[src/hdl/qte_pkg.sv]
// ----------------------------------------------------------------------------
// qte_pkg
// Shared types, constants and the CORDIC arc table of the quaternion to
// Euler angle converter.
// ----------------------------------------------------------------------------
package qte_pkg;

    // CORDIC datapath: vectors normalised to [2^39, 2^40), gain and prerotation
    // headroom on top
    localparam int CORDIC_W  = 44;
    localparam int NORM_BITS = 40;
    localparam int NORM_CNT  = 6;
    // angle accumulator, 2^32 per turn
    localparam int ACC_W     = 34;
    localparam int LANES     = 3;
    localparam int LANE_YAW   = 0;
    localparam int LANE_PITCH = 1;
    localparam int LANE_ROLL  = 2;

    typedef struct packed {
        logic signed [CORDIC_W-1:0] y;
        logic signed [CORDIC_W-1:0] x;
    } t_vec;

    // atan(2^-i), 2^32 per turn
    function automatic logic [31:0] arc_angle(input int unsigned idx);
        logic [31:0] a;
        case (idx)
            0:  a = 32'h20000000;  1: a = 32'h12E4051E;  2: a = 32'h09FB385B;
            3:  a = 32'h051111D4;  4: a = 32'h028B0D43;  5: a = 32'h0145D7E1;
            6:  a = 32'h00A2F61E;  7: a = 32'h00517C55;  8: a = 32'h0028BE53;
            9:  a = 32'h00145F2F; 10: a = 32'h000A2F98; 11: a = 32'h000517CC;
            12: a = 32'h00028BE6; 13: a = 32'h000145F3; 14: a = 32'h0000A2FA;
            15: a = 32'h0000517D; 16: a = 32'h000028BE; 17: a = 32'h0000145F;
            18: a = 32'h00000A30; 19: a = 32'h00000518; 20: a = 32'h0000028C;
            21: a = 32'h00000146; 22: a = 32'h000000A3; 23: a = 32'h00000051;
            24: a = 32'h00000029; 25: a = 32'h00000014; 26: a = 32'h0000000A;
            27: a = 32'h00000005; 28: a = 32'h00000003; 29: a = 32'h00000001;
            30: a = 32'h00000001;
            default: a = 32'h00000000;
        endcase
        return a;
    endfunction

endpackage

[src/hdl/qte_norm_cell.sv]
// ----------------------------------------------------------------------------
// qte_norm_cell
// One step of the normalising shifter: doubles the vector SHIFT times if
// that keeps it below 2^40.
// ----------------------------------------------------------------------------
module qte_norm_cell #(
    parameter int SHIFT = 1
) (
    input  logic          i_clk,
    input  logic          i_en,
    input  qte_pkg::t_vec i_vec,
    output qte_pkg::t_vec o_vec
);
    logic signed [qte_pkg::CORDIC_W-1:0] vx, vy, ax, ay;
    logic                                fits;
    qte_pkg::t_vec                       r_vec, n_vec;

    always_comb begin
        vx   = i_vec.x;
        vy   = i_vec.y;
        ax   = (vx < 0) ? -vx : vx;
        ay   = (vy < 0) ? -vy : vy;
        fits = ((ax | ay) >> (qte_pkg::NORM_BITS - SHIFT)) == '0;
        n_vec.x = fits ? (vx <<< SHIFT) : vx;
        n_vec.y = fits ? (vy <<< SHIFT) : vy;
    end

    always_ff @(posedge i_clk) begin
        if (i_en) begin
            r_vec <= n_vec;
        end
    end

    assign o_vec = r_vec;
endmodule

[config.mk]
export PLATFORM = sky130hd
export DESIGN_NAME = qte_norm_cell
export DESIGN_NICKNAME = d
export VERILOG_FILES = /design/src/hdl/qte_pkg.sv /design/src/hdl/qte_norm_cell.sv
export SDC_FILE = /design/constraint.sdc
export NUM_CORES = 1
export LEC_CHECK = 0
export ABC_AREA = 1
export BUFFER_PORTS_ARGS = -buffer_cell sky130_fd_sc_hd__buf_4
export CAP_MARGIN = 10
export CORE_ASPECT_RATIO = 0.8
export CORE_MARGIN = 2
export CORE_UTILIZATION = 55
export CTS_BUF_LIST = sky130_fd_sc_hd__clkbuf_2
export DETAILED_ROUTE_END_ITERATION = 10
export PLACE_DENSITY = 0.91
export REMOVE_ABC_BUFFERS = 1
export SLEW_MARGIN = 20
export SYNTH_ARGS = -nofsm -noshare
export SYNTH_HDL_FRONTEND = slang
export SYNTH_SLANG_ARGS = --single-unit
[constraint.sdc]
create_clock -name i_clk -period 3.4 [get_ports i_clk]
set_input_delay 0.68 -clock i_clk [delete_from_list [all_inputs] [get_ports i_clk]]
set_output_delay 0.68 -clock i_clk [all_outputs]
set_load 0.02 [all_outputs]
-- Yosys cells after proc, flatten, opt, wreduce, memory -nomap -nowiden
Index checks and enable logic that the tools add are counted.
- bits in registers: 88
- bits in latches: 0
- RAM bits: 0
- bits in read-only memories: 0
- logic and storage cells: 14
- memories kept: 0
- add/subtract/negate cells: 2
- multiply operators: 0
- div/mod/pow operators: 0
- order comparisons: 2
- eq/ne operators: 0
- shift-type cells: 0
- multiplexer cells: 4
- bitwise logic cells: 1
- reductions and logical operators: 1
- operators by type and width (cell ; number):
    two-way mux 44 bit ; 4
    less-than comparator 44 x 1 -> 1 bit (second input constant) ; 2
    negator 44 bit ; 2
    zero test 44 bit ; 1
    OR 44 bit ; 1

-- Logic depth before layout (Yosys ltp)
- depth after elaboration: 5
- gate-level depth with buffers: 17
- gate-level depth less buffers: 15

-- Worst setup path after synthesis
No wires, ideal clock.
- path kind: input-to-reg
- start: input port i_vec[80] (netlist name)
- end: register r_vec (netlist bit o_vec[64]), data pin
- library setup time: 0.252 ns
- data arrival time: 2.135 ns
- path slack: 1.013 ns
- cell stages on the path: 14
- path buffers: 2
- path through: nor2_1 nand2_1 nor3_1 nand3_1 nand2_1 nand2_1 nand2_1 nand3_2 nor2_4 nand2_2 buf_6 buf_6 nand2_1 nand2_1
- RTL lines (element ; RTL line ; text):
    start: declaration ; qte_norm_cell.sv:11 ; input qte_pkg::t_vec i_vec,
    end signal: assignment ; qte_norm_cell.sv:30 ; r_vec <= n_vec;
    end: declaration ; qte_norm_cell.sv:16 ; qte_pkg::t_vec r_vec, n_vec;

==> impl_metrics.toml <==
[pwr]
swShare = 0.302
total_power_w = 0.00240
clkPwrFrac = 0.230
power.switching_w = 0.000725
power_density_mw_per_mm2 = 382
seqPwrFrac = 0.549
leakage_nw = 2.93
max-vdd-ir-drop_mv = 0.244
p_int_w = 0.00167
pwr-share-comb = 0.221

[synthesis]
seq_area_frac_synth = 0.551
syn_area_mm2 = 0.00479
yosys_warnings = 0
synth.most_common_cell = "nand2_1"
synth.top_cells.by_count = "222 x nand2_1, 99 x nand3_1, 88 x edfxtp_1, 81 x nor2_1, 30 x inv_1"
syn_inst = 595
synth_edf_count = 88
synthTopCellsByArea = "edfxtp_1 55%, nand2_1 17%, nand3_1 10%"
synth.distinct_cells = 22
synth_top_area_cell = "edfxtp_1"
avgSynthCellArea_um2 = 8.05
ys_async_sr_fraction = 0
synth-seq-cells = 88
post-synth-top-area-fraction = 0.551
ys.flop_type = "edfxtp_1"

[cells_and_area]
diodes = 0
num-fill-cells = 613
multi_input_area_mm2 = 0.00185
register_area_mm2 = 0.00264
nets = 845
drive_gt1_frac = 0.276
fin_util = 0.740
syn2layout_area_growth_pct = 31.1
largest_reg_flops = 88

[place]
place.gp.congestion = 0.943
port_buffers = 177
dp_hpwl_um = 9710

[clocking]
path_clk_slew_ns = 0.27
ctsHoldBuffers = 0
cts_buffer_depth = 2
post_cts_buffers = 0
cts-resized-gates = 0
cts_num_sinks = 88
cts_tree = "built"
cts_buffers = 9
h-tree-depth = 3
cts-root-buf = "clkbuf_2"

[floorplanning]
die_x_um = 108
dieArea_mm2 = 0.00948
fp.coreArea_mm2 = 0.00848
chipHeight_um = 87.5
rows = 30
io_pins = 178
floorplan.initialDensity = 0.565

[sta]
slew_viol_final = 0
worstMarginPinSlew_ns = 0.798
hold_viol = 0
fmax_mhz = 429
period_minus_slack_ns = 2.33
rsz0062_at_grt = "false"
setup_viol = 0
tns_ns = 0
fin_crit_sh = 0.686
slew_headroom = 0.468

[outcome]
outcome = "complete, no violations"

[route]
viasPerCell = 5.53
antenna_left = 0
drtPass1Iterations = 5
drtIter0Drc = 443
wl_um = 13300
routedWlPerCell_um = 15.3
num_vias = 4819
drc = 0

[worst_setup_path]
critPathMaxFanout = 38
path_class = "in -> reg"
crit_path_start_kind = "input port"
required_ns = 3.72
cp-end-kind = "flip-flop"
cp.arrival_ns = 2.65

[run]
drv_cap = 0

[global_routing]
grt_max_degree = 89
grt-ovfl-total = 0
antenna_found_initial = 0
grt_pass1_vias = 4255
track_usage = 0.276
grt_pass1_wl_um = 20200

[min_path]
min_path_type = "in -> reg"
-- cell usage in the layout, fill, tap and decap left out, types with 7 or more instances in the layout --
cell type	synthesis	layout
edfxtp_1	88	88
clkbuf_2	0	9
inv_2	8	8
inv_1	30	30
nand4_1	10	10
buf_4	0	181
nor2_1	81	81
nand3_1	99	99
nor3_1	7	7
nand2_1	222	222
-- stage by stage --
stage               hold WS [ns]  cell area (um2)  setup slack [ns]  std cells
finish                     0.298             6280              1.07        872
global route               0.246             6280             0.995        872
CTS                        0.290             6280              1.12        872
detailed placement         0.883             6160             0.517        856
global placement           0.878             6160             0.641        856
floorplan                  0.779             4630             -1.15        561
-- worst max-delay path: stages --
cell and delay [ns]:
buf_4 0.12, nor2_1 0.23, nand2_1 0.09, nor3_1 0.37
nand3_1 0.17, nand2_1 0.10, nand2_1 0.05, nand2_1 0.07
nand3_2 0.08, nor2_4 0.14, nand2_2 0.10, buf_4 0.27
nand2_1 0.11, nand2_1 0.06
-- cell families after synthesis --
| logic type | count (synthesis) | share of synthesized area |
|---|---|---|
| flops | 88 | 0.551 |
| compound gates | 4 | 0.00522 |
| buf+inv | 72 | 0.0637 |
| simple gates | 431 | 0.380 |
-- per-layer routing --
layer | GRT usage | up-vias | wire length, um | part of all wire
li1 | - | 2272 | - | -
met1 | 0.381 | 2194 | 5390 | 0.40
met2 | 0.436 | 325 | 6280 | 0.47
met3 | 0.0755 | 28 | 1430 | 0.11
met4 | 0.0734 | 0 | 242 | 0.018
met5 | 0 | - | 0 | 0
-- path summary, 6_finish.rpt --
check | from | end | slack [ns] | cells past startpoint
setup / recovery | i_vec[80] | o_vec[36]$_DFFE_PP_ | 1.07 | 14
hold / removal | i_vec[42] | o_vec[42]$_DFFE_PP_ | 0.30 | 1
-- layout make-up --
cell class,count,area share
Clock inverter,7,0.0114
Clock buffer,9,0.00717
Sequential cell,88,0.421
Timing Repair Buffer,183,0.221
Inverter,38,0.0227
Tap cell,112,0.0223
Multi-Input combinational cell,435,0.294
-- power by group through the flow --
stage / Sequential, W / Clock, W / Combinational, W
after global placement: 0.00134 / 0 / 0.000511
final: 0.00132 / 0.000552 / 0.000530
after global routing: 0.00132 / 0.000607 / 0.000566
after floorplan: 0.00145 / 0 / 0.000105
after detailed placement: 0.00134 / 0 / 0.000526
after CTS: 0.00132 / 0.000552 / 0.000527
Note: power is estimated with default switching activity, not from simulation.
