$ cat config.mk
export PLATFORM = sky130hd
export DESIGN_NAME = qte_cordic_cell
export DESIGN_NICKNAME = d
export VERILOG_FILES = /design/src/hdl/qte_pkg.sv /design/src/hdl/qte_cordic_cell.sv
export SDC_FILE = /design/constraint.sdc
export NUM_CORES = 1
export LEC_CHECK = 0
export BUFFER_PORTS_ARGS = -buffer_cell sky130_fd_sc_hd__buf_2
export CAP_MARGIN = 20
export CORE_UTILIZATION = 58
export CTS_BUF_LIST = sky130_fd_sc_hd__clkbuf_2 sky130_fd_sc_hd__clkbuf_4 sky130_fd_sc_hd__clkbuf_8
export DETAILED_ROUTE_END_ITERATION = 8
export HOLD_SLACK_MARGIN = 0.1
export PLACE_DENSITY = 0.92
export SYNTH_ARGS = -nofsm -noshare
export SYNTH_HDL_FRONTEND = slang
export SYNTH_SLANG_ARGS = --single-unit
$ cat constraint.sdc
create_clock -name i_clk -period 4.75 [get_ports i_clk]
set_input_delay 0.95 -clock i_clk [delete_from_list [all_inputs] [get_ports i_clk]]
set_output_delay 0.95 -clock i_clk [all_outputs]
set_load 0.05 [all_outputs]
$ cat src/hdl/qte_pkg.sv
// ----------------------------------------------------------------------------
// qte_pkg
// Shared types, constants and the CORDIC arc table of the quaternion to
// Euler angle converter.
// ----------------------------------------------------------------------------
package qte_pkg;

    // CORDIC datapath: vectors normalised to [2^39, 2^40), gain and prerotation
    // headroom on top
    localparam int CORDIC_W  = 44;
    localparam int NORM_BITS = 40;
    localparam int NORM_CNT  = 6;
    // angle accumulator, 2^32 per turn
    localparam int ACC_W     = 34;
    localparam int LANES     = 3;
    localparam int LANE_YAW   = 0;
    localparam int LANE_PITCH = 1;
    localparam int LANE_ROLL  = 2;

    typedef struct packed {
        logic signed [CORDIC_W-1:0] y;
        logic signed [CORDIC_W-1:0] x;
    } t_vec;

    // atan(2^-i), 2^32 per turn
    function automatic logic [31:0] arc_angle(input int unsigned idx);
        logic [31:0] a;
        case (idx)
            0:  a = 32'h20000000;  1: a = 32'h12E4051E;  2: a = 32'h09FB385B;
            3:  a = 32'h051111D4;  4: a = 32'h028B0D43;  5: a = 32'h0145D7E1;
            6:  a = 32'h00A2F61E;  7: a = 32'h00517C55;  8: a = 32'h0028BE53;
            9:  a = 32'h00145F2F; 10: a = 32'h000A2F98; 11: a = 32'h000517CC;
            12: a = 32'h00028BE6; 13: a = 32'h000145F3; 14: a = 32'h0000A2FA;
            15: a = 32'h0000517D; 16: a = 32'h000028BE; 17: a = 32'h0000145F;
            18: a = 32'h00000A30; 19: a = 32'h00000518; 20: a = 32'h0000028C;
            21: a = 32'h00000146; 22: a = 32'h000000A3; 23: a = 32'h00000051;
            24: a = 32'h00000029; 25: a = 32'h00000014; 26: a = 32'h0000000A;
            27: a = 32'h00000005; 28: a = 32'h00000003; 29: a = 32'h00000001;
            30: a = 32'h00000001;
            default: a = 32'h00000000;
        endcase
        return a;
    endfunction

endpackage

$ cat src/hdl/qte_cordic_cell.sv
// ----------------------------------------------------------------------------
// qte_cordic_cell
// One vectoring micro-rotation by atan(2^-IDX) with angle accumulation.
// ----------------------------------------------------------------------------
module qte_cordic_cell #(
    parameter int IDX = 0
) (
    input  logic                             i_clk,
    input  logic                             i_en,
    input  qte_pkg::t_vec                    i_vec,
    input  logic signed [qte_pkg::ACC_W-1:0] i_ang,
    output qte_pkg::t_vec                    o_vec,
    output logic signed [qte_pkg::ACC_W-1:0] o_ang
);
    localparam logic signed [qte_pkg::ACC_W-1:0] ARC =
        {2'b00, qte_pkg::arc_angle(IDX)};

    logic signed [qte_pkg::CORDIC_W-1:0] vx, vy, dx, dy;
    qte_pkg::t_vec                       r_vec, n_vec;
    logic signed [qte_pkg::ACC_W-1:0]    r_ang, n_ang;

    always_comb begin
        vx = i_vec.x;
        vy = i_vec.y;
        dx = vy >>> IDX;
        dy = vx >>> IDX;
        if (vy >= 0) begin
            n_vec.x = vx + dx;
            n_vec.y = vy - dy;
            n_ang   = i_ang + ARC;
        end else begin
            n_vec.x = vx - dx;
            n_vec.y = vy + dy;
            n_ang   = i_ang - ARC;
        end
    end

    always_ff @(posedge i_clk) begin
        if (i_en) begin
            r_vec <= n_vec;
            r_ang <= n_ang;
        end
    end

    assign o_vec = r_vec;
    assign o_ang = r_ang;
endmodule
---- After elaboration in Yosys (flattened, before gate mapping) ----
Cells that the tools add are included.
storage, ports and cells
  bits in registers ....................... 122
  input port bits ......................... 124
cells by class
  add/subtract/negate cells ............... 5
  $lt $le $gt $ge ......................... 1
  muxes and demuxes ....................... 2
operator list
  kind                    number
  $mux 88                 1
  $sub 44x44->44          2
  $add 44x44->44          1
  $ge 44x1->1 const B     1
  $add 34x31->34 const B  1
  $mux 34                 1
  $sub 34x31->34 const B  1

---- Longest topological paths before layout ----
  depth in word-level cells ............... 2
  depth in mapped cells ................... 13
  depth with buffers taken out ............ 12

---- Least setup slack after synthesis ----
Ideal clock, no wire load.
  kind .................................... input-to-reg
  from .................................... input port i_vec[10] (netlist bit)
  to ...................................... register r_vec, in the netlist o_vec[86] (data pin)
  arrival time ............................ 3,447 ps
  required time ........................... 4,484 ps
  path slack .............................. 1,037 ps
  stages on the path ...................... 11
  buffers on the path ..................... 0
  path through ............................ inv_1 > ha_1 > or4_4 > or4_1 > a21oi_2 > o41ai_4 > o31ai_4 > a221oi_2 > o21a_1 > a2bb2oi_1 > xor2_1
RTL lines
  what                    RTL line               RTL
  start: declaration      qte_cordic_cell.sv:10  input qte_pkg::t_vec i_vec,
  end signal: assignment  qte_cordic_cell.sv:40  r_vec <= n_vec;
  end: declaration        qte_cordic_cell.sv:19  qte_pkg::t_vec r_vec, n_vec;

==> flow_summary.json <==
{
  "cp_max_fo": 4,
  "maxCapViolations": 0,
  "cts_hold_buf": 0,
  "route.detailed.drc": 0,
  "critical_path.endpoint_type": "flop",
  "detail_route.vias_per_cell": 6.420,
  "track_usage_pct": 39.35,
  "dp_hpwl_microns": 33960,
  "root_buffer": "clkbuf_8",
  "max_freq_mhz": 242.9,
  "setup_ws_ps": 632.9,
  "die_y_microns": 145.9,
  "grt_max_degree": 77,
  "regArea_sq_um": 3633,
  "drt_pass1_iterations": 6,
  "min_period_ps": 4117,
  "critPathRequiredTime_ps": 4970,
  "cts_sinks": 121,
  "globalRoute.totalOverflow": 0,
  "initial_core_util_pct": 59.31,
  "grt_antenna_before_repair": 1,
  "report.final.setup_viol": 0,
  "critPathLaunchType": "input port",
  "synth.distinct_cells": 70,
  "mostFrequentLayoutCells": "buf_2 (243), a21oi_1 (180), ha_1 (148)",
  "syn2layout_area_growth_pct": 17.02,
  "ctsResizeCount": 0,
  "fillerInstances": 1664,
  "netlist_instances": 1400,
  "place_congestion": 1.036,
  "num_io_pins": 246,
  "ir_worst_vdd_mv": 0.2140,
  "post_route_cells_drive_above_1_share_pct": 20.63,
  "finish.utilization_pct": 69.41,
  "syn_nets": 1676,
  "coreArea_sq_um": 20230,
  "rsz0062_at_grt": "no",
  "power.density_nw_per_um2": 318.4,
  "drtIter0Drc": 1624,
  "critical_path_class": "in -> reg",
  "relSlewSlack_pct": 30.36,
  "synth_area_sq_um": 12000,
  "status": "completed",
  "worstMarginPinSlew_ps": 1045,
  "whs_ps": 658.7,
  "grt_pass1_wl_microns": 64870,
  "cts_buffers": 17,
  "wl_per_cell_microns": 22.00,
  "ys.flop_type": "edfxtp_1",
  "setup_tns_ps": 0,
  "grt_pass1_vias": 11560,
  "synth_edf_count": 121,
  "dieArea_sq_um": 21270,
  "ys_async_sr_fraction_pct": 0,
  "finalWirelength_microns": 42430,
  "clk_path_buf_depth": 2,
  "finalNetCount": 1921,
  "place_ws_ps": 372.2,
  "hp-class": "in -> reg",
  "slew_viol_final": 0,
  "final_hold_viol_count": 0,
  "synth_warnings": 0,
  "layout_commonest_cell": "buf_2",
  "via_count": 12390,
  "syn_area_per_cell_sq_um": 8.573,
  "path_clk_slew_ps": 100,
  "post_cts_buffers": 0,
  "h-tree-depth": 4,
  "finalCritPeriodShare_pct": 86.68,
  "critical_path_arrival_ps": 4340,
  "multiInputGateArea_sq_um": 7590,
  "cts_tree": "done",
  "die_w_microns": 145.9,
  "p_total_mw": 4.472,
  "power.leakage_nw": 6.241,
  "port_buffers": 245,
  "ys_ff_latch": 121,
  "ys_seq_area_share_pct": 30.28,
  "drtAntennaViolNets": 0,
  "rows": 52
}
registers in the layout, indices dropped and copies added, names as in the netlist:
signal,cells
o_ang,34
o_vec,87
worst max-delay path: stages:
cell,delay (ps)
buf_2,110
ha_1,170
inv_1,60
fa_1,390
nor2_1,180
o311ai_0,150
buf_4,180
a211oi_1,420
a211oi_1,250
o21ai_0,490
a21boi_0,260
o41ai_1,400
mux2i_1,170
xnor2_1,160
area by class of cell:
cell class / instances / share of cell area (%)
flip-flops and latches: 121 / 25.87
clock inverters: 15 / 1.060
clock buffers: 17 / 1.666
repair buffers: 291 / 11.22
diodes: 1 / 0.01782
inverters: 139 / 3.715
multi-input cells: 1075 / 54.04
well taps: 270 / 2.405
per-stage QoR:
step                      area, sq um  instances
after floorplan                 12000       1400
after global placement          13660       1896
after detailed placement        13660       1896
after CTS                       14040       1928
after global routing            14040       1928
final                           14040       1929
cells by family after synthesis:
kind of cell | Yosys count | synth area share (%)
AND/OR/NAND/NOR | 333 | 13.51
buffers and inverters | 204 | 6.485
multiplexers | 15 | 1.251
adder cells (fa/ha/maj) | 152 | 16.10
AO/OA/AOI/OAI | 487 | 25.96
flip-flops | 121 | 30.28
XOR/XNOR | 88 | 6.422
final timing paths:
check             depth (start not counted)  slack (ps)       from   endpoint
hold / removal                            1         660  i_ang[22]  o_ang[22]
setup / recovery                         14         630   i_vec[0]  o_vec[76]
synth_stat cells, types with 10 or more instances:
cell type  instances  area share, %
o21bai_1          49            3.1
a21o_1            29            1.8
inv_1            133            4.2
clkbuf_1          43            1.3
o211ai_1          13           0.81
edfxtp_1         121             30
mux2i_1           15            1.3
nand2_1           67            2.1
o21a_1            12           0.75
nor2_1           107            3.3
nor3_1            29            1.2
buf_1             14           0.44
o21ai_0           76            3.2
nor4_1            16           0.83
o31ai_1           23            1.4
a211oi_1          24            1.5
xnor2_1           83            6.1
nand4_1           29            1.5
nand3_1           15           0.63
a21oi_1          180            7.5
ha_1             148             15
a31oi_1           10           0.52
nor2b_1           23            1.2
routing by layer:
layer  up-vias  wire (microns)  GRT usage [%]
li1       5557               -              -
met1      5800           17350          56.32
met2       916           18320          59.11
met3       112            5432          7.304
met4         0            1325          14.21
met5         -               0              0
report_power, final:
part | switching (mW) | internal [mW] | total (mW)
Clock | 0.552 | 0.389 | 0.941
Sequential | 0.0569 | 1.39 | 1.44
Combinational | 1.49 | 0.594 | 2.09
Total | 2.10 | 2.37 | 4.47
Note: power is estimated with default switching activity, not from simulation.
