[config.mk]
export PLATFORM = sky130hd
export DESIGN_NAME = qte_sqrt_cell
export DESIGN_NICKNAME = d
export VERILOG_FILES = /design/src/hdl/qte_sqrt_cell.sv
export SDC_FILE = /design/constraint.sdc
export NUM_CORES = 1
export LEC_CHECK = 0
export BUFFER_PORTS_ARGS = -buffer_cell sky130_fd_sc_hd__buf_2
export CAP_MARGIN = 20
export CORE_AREA = 2 2 86 88
export CTS_CLUSTER_DIAMETER = 30
export CTS_CLUSTER_SIZE = 12
export DETAILED_ROUTE_END_ITERATION = 8
export DIE_AREA = 0 0 88 90
export PLACE_DENSITY_LB_ADDON = 0.05
export SYNTH_ARGS = -nofsm -noshare
export SYNTH_HDL_FRONTEND = slang
export SYNTH_SLANG_ARGS = --single-unit
[constraint.sdc]
create_clock -name i_clk -period 3.84 [get_ports i_clk]
set_clock_uncertainty 0.2 [all_clocks]
set_input_delay 0.384 -clock i_clk [delete_from_list [all_inputs] [get_ports i_clk]]
set_output_delay 0.384 -clock i_clk [all_outputs]
set_load 0.01 [all_outputs]
[src/hdl/qte_sqrt_cell.sv]
// ----------------------------------------------------------------------------
// qte_sqrt_cell
// One digit of a pipelined restoring square root, with side payload.
// ----------------------------------------------------------------------------
module qte_sqrt_cell #(
    parameter int RW  = 29,
    parameter int QW  = 15,
    parameter int SW  = 8,
    parameter int BIT = 0
) (
    input  logic          i_clk,
    input  logic          i_en,
    input  logic [RW-1:0] i_rem,
    input  logic [QW-1:0] i_root,
    input  logic [SW-1:0] i_side,
    output logic [RW-1:0] o_rem,
    output logic [QW-1:0] o_root,
    output logic [SW-1:0] o_side
);
    logic [RW+1:0] trial;
    logic [RW+1:0] rem_x;
    logic [RW-1:0] r_rem, n_rem;
    logic [QW-1:0] r_root, n_root;
    logic [SW-1:0] r_side;

    // (Q + 2^b)^2 - Q^2 = Q*2^(b+1) + 2^(2b)
    always_comb begin
        trial = ({{(RW+2-QW){1'b0}}, i_root} << (BIT+1)) + ((RW+2)'(1) << (2*BIT));
        rem_x = {2'b00, i_rem};
        if (rem_x >= trial) begin
            n_rem  = RW'(rem_x - trial);
            n_root = i_root | (QW'(1) << BIT);
        end else begin
            n_rem  = i_rem;
            n_root = i_root;
        end
    end

    always_ff @(posedge i_clk) begin
        if (i_en) begin
            r_rem  <= n_rem;
            r_root <= n_root;
            r_side <= i_side;
        end
    end

    assign o_rem  = r_rem;
    assign o_root = r_root;
    assign o_side = r_side;
endmodule

# [After elaboration in Yosys (flattened, before gate mapping)]
# Cells that the tools add are included.
[word_totals] ff_bits=52 latch_bits=0 ramBits=0 rom_bits=0 inputBits=54 output_inout_bits=52 word_cells=8 mem_count=0
[op_classes] n_addsub=2 n_mul=0 n_div=0 magnitude_cmp=1 n_eq_ne=0 n_shift=0 n_mux=1 bitwise_logic=0 reduce_logical=0
[ops] cell="$ge A29 B17 Y1" n=1
[ops] cell="$mux W29" n=1
[ops] cell="$sub A29 B17 Y29" n=1
[ops] cell="$add A16 B1 Y17 const B" n=1

# [Logic depth before layout (Yosys ltp)]
# Gate-level depths: netlist of run 1.
[logic_depth] depth_word=3 mapped_depth=12 depth_no_buf=10

# [Worst setup path after synthesis of run 1]
# No wires, ideal clock.
[synth_timing] path_type="input to register" start="input i_root[2]" end="register r_rem[3], in the netlist o_rem[3], data pin" setup_ns=0.262 t_arrival_ns=2.183 required_time_ns=3.378 path_slack_ns=1.195 stages=9 path_buffers=1 cell_sequence="inv_1 ha_1 and3_1 a221oi_2 o21ai_1 a21oi_2 o21ai_2 buf_6 mux2_1"
[synth_via] elab_chain_len=3 word_cells_on_any_way=4 classes_between="add/sub (2); order compare (1); mux (1)"
[synth_lines] item="start: declaration" line="14" rtl="input logic [QW-1:0] i_root,"
[synth_lines] item="$add A16 B1 Y17 (*)" line="28" rtl="trial = ({{(RW+2-QW){1'b0}}, i_root} << (BIT+1)) + ((RW+2)'(1) << (2*BIT));"
[synth_lines] item="$sub A29 B17 Y29 / $ge A29 B17 Y1 (equally long branches)" line="31, 30"
[synth_lines] item="$mux W29 (*)" line="30" rtl="if (rem_x >= trial) begin"
[synth_lines] item="net n_rem[3]" line="22" rtl="logic [RW-1:0] r_rem, n_rem;"
[synth_lines] item="end signal: assignment" line="41" rtl="r_rem <= n_rem;"
[synth_lines] item="end: declaration" line="22"
# Mark *: on every way through the listed nets, which the timed path passes. The rest lies on a longest branch.
# A chain may end at the register's enable or synchronous reset.

# [Final worst setup path of run 1]
[layout_timing] start="input i_rem[3]" end="register r_rem[4], in the netlist o_rem[4], data pin"
[layout_via] elab_chain_len=2 word_cells_on_any_way=3 classes_between="add/sub (1); order compare (1); mux (1)"
[layout_lines] item="start: declaration" line="13" rtl="input logic [RW-1:0] i_rem,"
[layout_lines] item="$sub A29 B17 Y29 / $ge A29 B17 Y1 (equally long branches)" line="31, 30"
[layout_lines] item="$mux W29 (*)" line="30"
[layout_lines] item="net n_rem[4]" line="22"
# Marked as above.

==> impl_metrics.csv, run 1 <==
group,metric,value,unit
logic_synthesis,synth_cell_type_count,53,
power,switchingPower,394,uW
finish,drive_gt1_share,35.7,%
hold_path,hp-class,"in -> reg",
finish,n_fill_cell,679,
cts,numCtsBuffers,5,
timing,fmax,0.339,GHz
cts,ctsHoldBuffers,0,
finish,diodes,0,
logic_synthesis,syn_nets,335,
timing,post-route-period-util,76.8,%
finish,final_common_cell,"buf_2",
cts,clock_path_buffers,2,
critical_path,cp.required,3.71,ns
logic_synthesis,synth_top_family_by_area,"compound AO/OA/AOI/OAI gates",
critical_path,path_max_fanout,20,
die,rows,31,
critical_path,critPathArrivalTime,2.82,ns
finish,final_cell_mix,"105 x buf_2, 52 x edfxtp_1, 26 x inv_1",
logic_synthesis,synthSimpleGateAreaFrac,12.9,%
run,cap_viol_max_count,0,
critical_path,critPathKind,"in -> reg",
critical_path,cp_cell_sequence,"buf_2 -> ha_1 -> and3_1 -> a221oi_2 -> o21ai_1 -> a21oi_2 -> o21ai_2 -> buf_4 -> mux2_1",
critical_path,max_stage_delay,0.43,ns
global_route,first_global_vias,2253,
cts,cts_root_buffer,"clkbuf_8",
placement,dpl.hpwl,5.02,mm
route,drc,0,
cts,cts.sinks,52,
critical_path,crit_slowest_cell,"a221oi_2",
route,drt_iter0_markers,80,
die,die_h,90,um
die,die_w,88,um
route,drt-vias-per-instance,4.90,
logic_synthesis,synth_mux_area_share,2.59,%
hold_path,min_to,"o_side[0]",
timing,tns,0,ns
global_route,grt_overflow,0,
power,p_int,1.04,mW
logic_synthesis,synth_compound_area_share,13.9,%
finish,nets,443,
global_route,grt_pass1_wl,10.6,mm
route,antenna_left,0,
critical_path,critPathCaptureType,"register",
cts,clkSlewWorstSetupHoldPaths,0.10,ns
cts,ctsHtreeMaxLevel,2,
route,drt_wl_total,6.50,mm
timing,post-route-worst-setup-slack,0.892,ns
outcome,status,"finished clean",
placement,place_inst,464,
logic_synthesis,async_reset_ff_share,0,%
critical_path,critPathTopFamily,"compound AO/OA/AOI/OAI gates",
timing,relSlewSlack,60.5,%
logic_synthesis,synth-adder-area-share,7.23,%
timing,worstMarginPinSlew,0.593,ns
hold_path,hold_start,"i_side[0]",
die,start_util,43.4,%
finish,syn2layout_area_growth,24.6,%
cts,cts_tree,"done",
power,seq_power_share,49.3,%
placement,place.gp.congestion,0.814,
power,p_leak,1.63,nW
route,vias,2314,
power,ir_worst_vdd,0.165,mV
timing,whs,0.0409,ns
route,wl_per_cell,13.8,um
logic_synthesis,ys_ff_latch,52,
power,powerDensity,379,nW/um2
logic_synthesis,synthFlopType,"edfxtp_1",
placement,io_buffers,105,
timing,report.final.slew_viol_count,0,
logic_synthesis,synth.avg_cell_area,11.5,um2
timing,timing.final.crit_period,2.95,ns
global_route,grt_max_degree,30,
logic_synthesis,synth-edff-count,52,
logic_synthesis,ys_seq_area_share,51.3,%
critical_path,path_depth,9,
logic_synthesis,synth_xor_area_share,7.47,%
timing,setup_viol,0,
die,ioPinCount,106,
finish,final_cell_count_no_fill,472,
timing,rsz0062_at_grt,"false",
power,switching_share,27.4,%
critical_path,cp_num_buf_inv,2,
power,clockPowerShare,27.1,%
critical_path,critPathLaunchType,"primary input",
route,first_pass_iters,4,
die,core,7020,um2
global_route,track_usage,16.8,%
cts,cts_resized,0,
die,die_area,7920,um2
finish,final_util,54.1,%
global_route,antenna_found_initial,0,
logic_synthesis,syn_inst,264,
placement,dp_worst_setup_slack,0.561,ns
cts,post-cts-setup-buffers,0,
logic_synthesis,ys.warnings.count,0,
timing,hold_viol_final,0,
logic_synthesis,synth_area,3050,um2
power,pwr-share-comb,23.6,%
hold_path,holdPathStages,1,
[power by group through the flow]
stage | clock network [mW] | logic (mW) | registers, mW
floorplan | 0 | 0.168 | 0.760
global placement | 0 | 0.335 | 0.724
detailed placement | 0 | 0.340 | 0.722
CTS | 0.403 | 0.342 | 0.710
global route | 0.423 | 0.378 | 0.716
finish | 0.389 | 0.340 | 0.709
[cells in the mapped netlist (3+ instances only)]
library cell	instances	area, um2
nor2_1	24	90.1
xnor2_1	20	175
nand3_1	7	35.0
inv_1	26	97.6
xor2_1	6	52.6
a21oi_2	3	26.3
ha_1	16	200
mux2_1	5	56.3
a211oi_1	3	22.5
edfxtp_1	52	1560
nand2b_1	4	25.0
nand2_1	8	30.0
a21o_1	4	30.0
nand4_1	3	18.8
nor3_1	4	20.0
o21ai_0	13	65.1
a21oi_1	19	95.1
[kinds of logic after synthesis]
kind of cell               Yosys count
and+or+nand+nor                     68
AOI/OAI and AO/OA                   62
DFF                                 52
buffers and inverters               32
xor gates and xnor gates            26
adders and majority gates           17
muxes                                7
[layer usage]
metal	track usage (%)	part of all wire (%)
met1	23.9	48
met2	25.1	44
met3	4.96	7.4
met4	4.36	1.2
met5	0	0
[flip-flops by register name, indices dropped and copies added, names as in the netlist]
register  count
o_rem        29
o_root       15
o_side        8
[worst max-delay path by stage]
stage	start	end	slack, ns
final	i_rem[3]	o_rem[4]	0.89
after floorplan	i_root[2]	o_rem[3]	1.19
after CTS	i_rem[3]	o_rem[4]	0.89
after global placement	i_rem[3]	o_rem[3]	0.59
after detailed placement	i_rem[3]	o_rem[4]	0.56
after global routing	i_root[10]	o_rem[6]	0.75
[cell type report]
class,count,area [um2],share of cell area (%)
clock inverter,3,46.3,1.22
clock buffer,5,68.8,1.81
inverter,26,97.6,2.57
sequential,52,1560,41.1
tap,99,124,3.26
timing repair buffer,107,553,14.6
multi-input combinational,180,1350,35.4
[per-stage QoR]
stage	total power, mW	area, um2
6_report	1.44	3800
5_1_grt	1.52	3800
4_1_cts	1.46	3800
3_5_place_dp	1.06	3680
3_3_place_gp	1.06	3660
2_1_floorplan	0.928	3050
(Power assumes the default switching activity.)
==> inputs of run 2 (changes only) <==
- clock period: 3.84 -> 2.5 ns (I/O delays scaled with it)
==> run 2 against run 1 <==
Combinational power up 85%; die area is the same; first-iteration DRC count increased by 16%; clock power increased by 51%; critical path depth unchanged; power is 61% higher; sequential cell count did not move; count of clock-buffer cells in the layout did not move; global-route usage rose by 0.95 points; highest routed layer unchanged.
==> impl_metrics.csv, run 2 (synthesis results as in run 1) <==
group,metric,value,unit
placement,postPlaceCellArea,4030,um2
outcome,status,"finished clean",
critical_path,crit_top_cell,"o31a_1",
cts,cts.sinks,52,
finish,final_util,62.2,%
cts,clock_path_buffers,2,
cts,cts_root_buffer,"clkbuf_8",
critical_path,cp_cell_sequence,"buf_2 -> ha_1 -> nor2b_1 -> o31a_1 -> o31a_1 -> a41o_1 -> o21ai_4 -> and4_1 -> xnor2_1",
finish,final_cell_mix,"105 x buf_2, 52 x edfxtp_1, 40 x buf_4",
cts,cts_tree,"done",
die,die_h,90,um
power,power.total,2.31,mW
finish,drive_gt1_share,40.5,%
timing,timing.final.crit_period,2.38,ns
cts,ctsHtreeMaxLevel,2,
timing,rsz0062_at_grt,"false",
cts,clkSlewWorstSetupHoldPaths,0.10,ns
placement,dpl.hpwl,5.22,mm
route,drt_wl_total,6.79,mm
route,wl_per_cell,12.7,um
timing,report.final.slew_viol_count,0,
die,core,7020,um2
critical_path,cp_num_buf_inv,1,
critical_path,critPathArrivalTime,2.24,ns
route,first_pass_iters,4,
critical_path,critPathCaptureType,"register",
timing,post-route-period-util,95.2,%
hold_path,holdPathStages,2,
timing,worstMarginPinSlew,0.595,ns
placement,io_buffers,105,
die,die_w,88,um
global_route,antenna_found_initial,0,
route,vias,2514,
critical_path,max_stage_delay,0.34,ns
placement,place.gp.congestion,0.873,
die,rows,31,
die,ioPinCount,106,
timing,relSlewSlack,60.4,%
die,start_util,43.4,%
critical_path,path_max_fanout,4,
timing,hold_viol_final,0,
die,die_area,7920,um2
hold_path,hp-class,"in -> reg",
timing,fmax,0.420,GHz
global_route,grt_max_degree,31,
route,drt-vias-per-instance,4.71,
finish,final_common_cell,"buf_2",
cts,post-cts-setup-buffers,0,
route,drt_iter0_markers,93,
hold_path,min_to,"o_rem[7]",
route,drc,0,
power,ir_worst_vdd,0.280,mV
global_route,first_global_vias,2501,
global_route,grt_overflow,0,
route,antenna_left,0,
critical_path,critPathLaunchType,"primary input",
cts,numCtsBuffers,5,
finish,diodes,0,
power,powerDensity,529,nW/um2
power,p_leak,1.92,nW
critical_path,crit_slowest_cell,"o31a_1",
critical_path,critPathTopFamily,"compound AO/OA/AOI/OAI gates",
global_route,grt_pass1_wl,11.3,mm
global_route,track_usage,17.8,%
hold_path,hold_start,"i_rem[7]",
run,cap_viol_max_count,0,
finish,syn2layout_area_growth,43.4,%
finish,largest_reg_flops,29,
critical_path,critPathKind,"in -> reg",
timing,setup_viol,0,
finish,final_area,4370,um2
critical_path,cp.required,2.36,ns
finish,nets,505,
==> run 2: changes by cell type in the layout (fill, tap and decap cells not counted) <==
| cell | change |
|---|---|
| ha_4 | +1 |
| buf_12 | +1 |
| and3_4 | +1 |
| buf_4 | +39 |
| dlygate4sd3_1 | +22 |
| o21ai_1 | -1 |
| o21ai_4 | +1 |
| and3_1 | -1 |
| a221oi_2 | -1 |
| ha_1 | -1 |
| a221oi_4 | +1 |
==> run 2: repair_timing <==
item | 4_1_cts | 5_1_grt
hold buffers | 22 | 0
gates resized for setup | 0 | 1
endpoints found under the hold margin | 22 | 0
setup endpoints to repair | 0 | 1
==> run 2: how the worst max path moves through the flow <==
| stage | start | to | cells after the start |
|---|---|---|---|
| after detailed placement | i_rem[2] | o_rem[24] | 9 |
| final | i_rem[2] | o_rem[24] | 9 |
| after CTS | i_rem[2] | o_rem[24] | 9 |
| after global routing | i_root[11] | o_rem[4] | 10 |
| after global placement | i_rem[2] | o_rem[24] | 9 |
| after floorplan | i_root[1] | o_rem[12] | 9 |
==> run 2: layout make-up <==
| type | instances | area (um2) |
|---|---|---|
| Clock buffer | 5 | 68.8 |
| Clock inverter | 3 | 46.3 |
| Fill cell | 616 | 2650 |
| Inverter | 26 | 97.6 |
| Multi-Input combinational cell | 180 | 1390 |
| Sequential cell | 52 | 1560 |
| Tap cell | 99 | 124 |
| Timing Repair Buffer | 169 | 1090 |
==> run 2: where the power goes <==
group | internal [mW] | leakage, nW | switching (mW)
Sequential | 1.07 | 0.509 | 0.0195
Clock | 0.302 | 0.0548 | 0.288
Combinational | 0.316 | 1.35 | 0.314
Total | 1.69 | 1.92 | 0.621
==> run 2: metal layers <==
layer,track usage [%],vias up,part of all wire (%)
met4,3.46,0,0.52
met2,29.2,66,48
met1,23.8,1143,45
met3,4.50,2,5.7
met5,0,-,0
li1,-,1303,-
==> run 2: stage by stage <==
step           cells  TNS (ns)  setup WS, ns  hold slack (ns)
3_5_place_dp     504     -3.23        -0.260            0.228
3_3_place_gp     504     -2.68        -0.231            0.226
5_1_grt          534         0       0.00858           0.0483
6_report         534         0         0.119           0.0475
4_1_cts          534         0        0.0715           0.0420
2_1_floorplan    264         0       0.00782            0.149
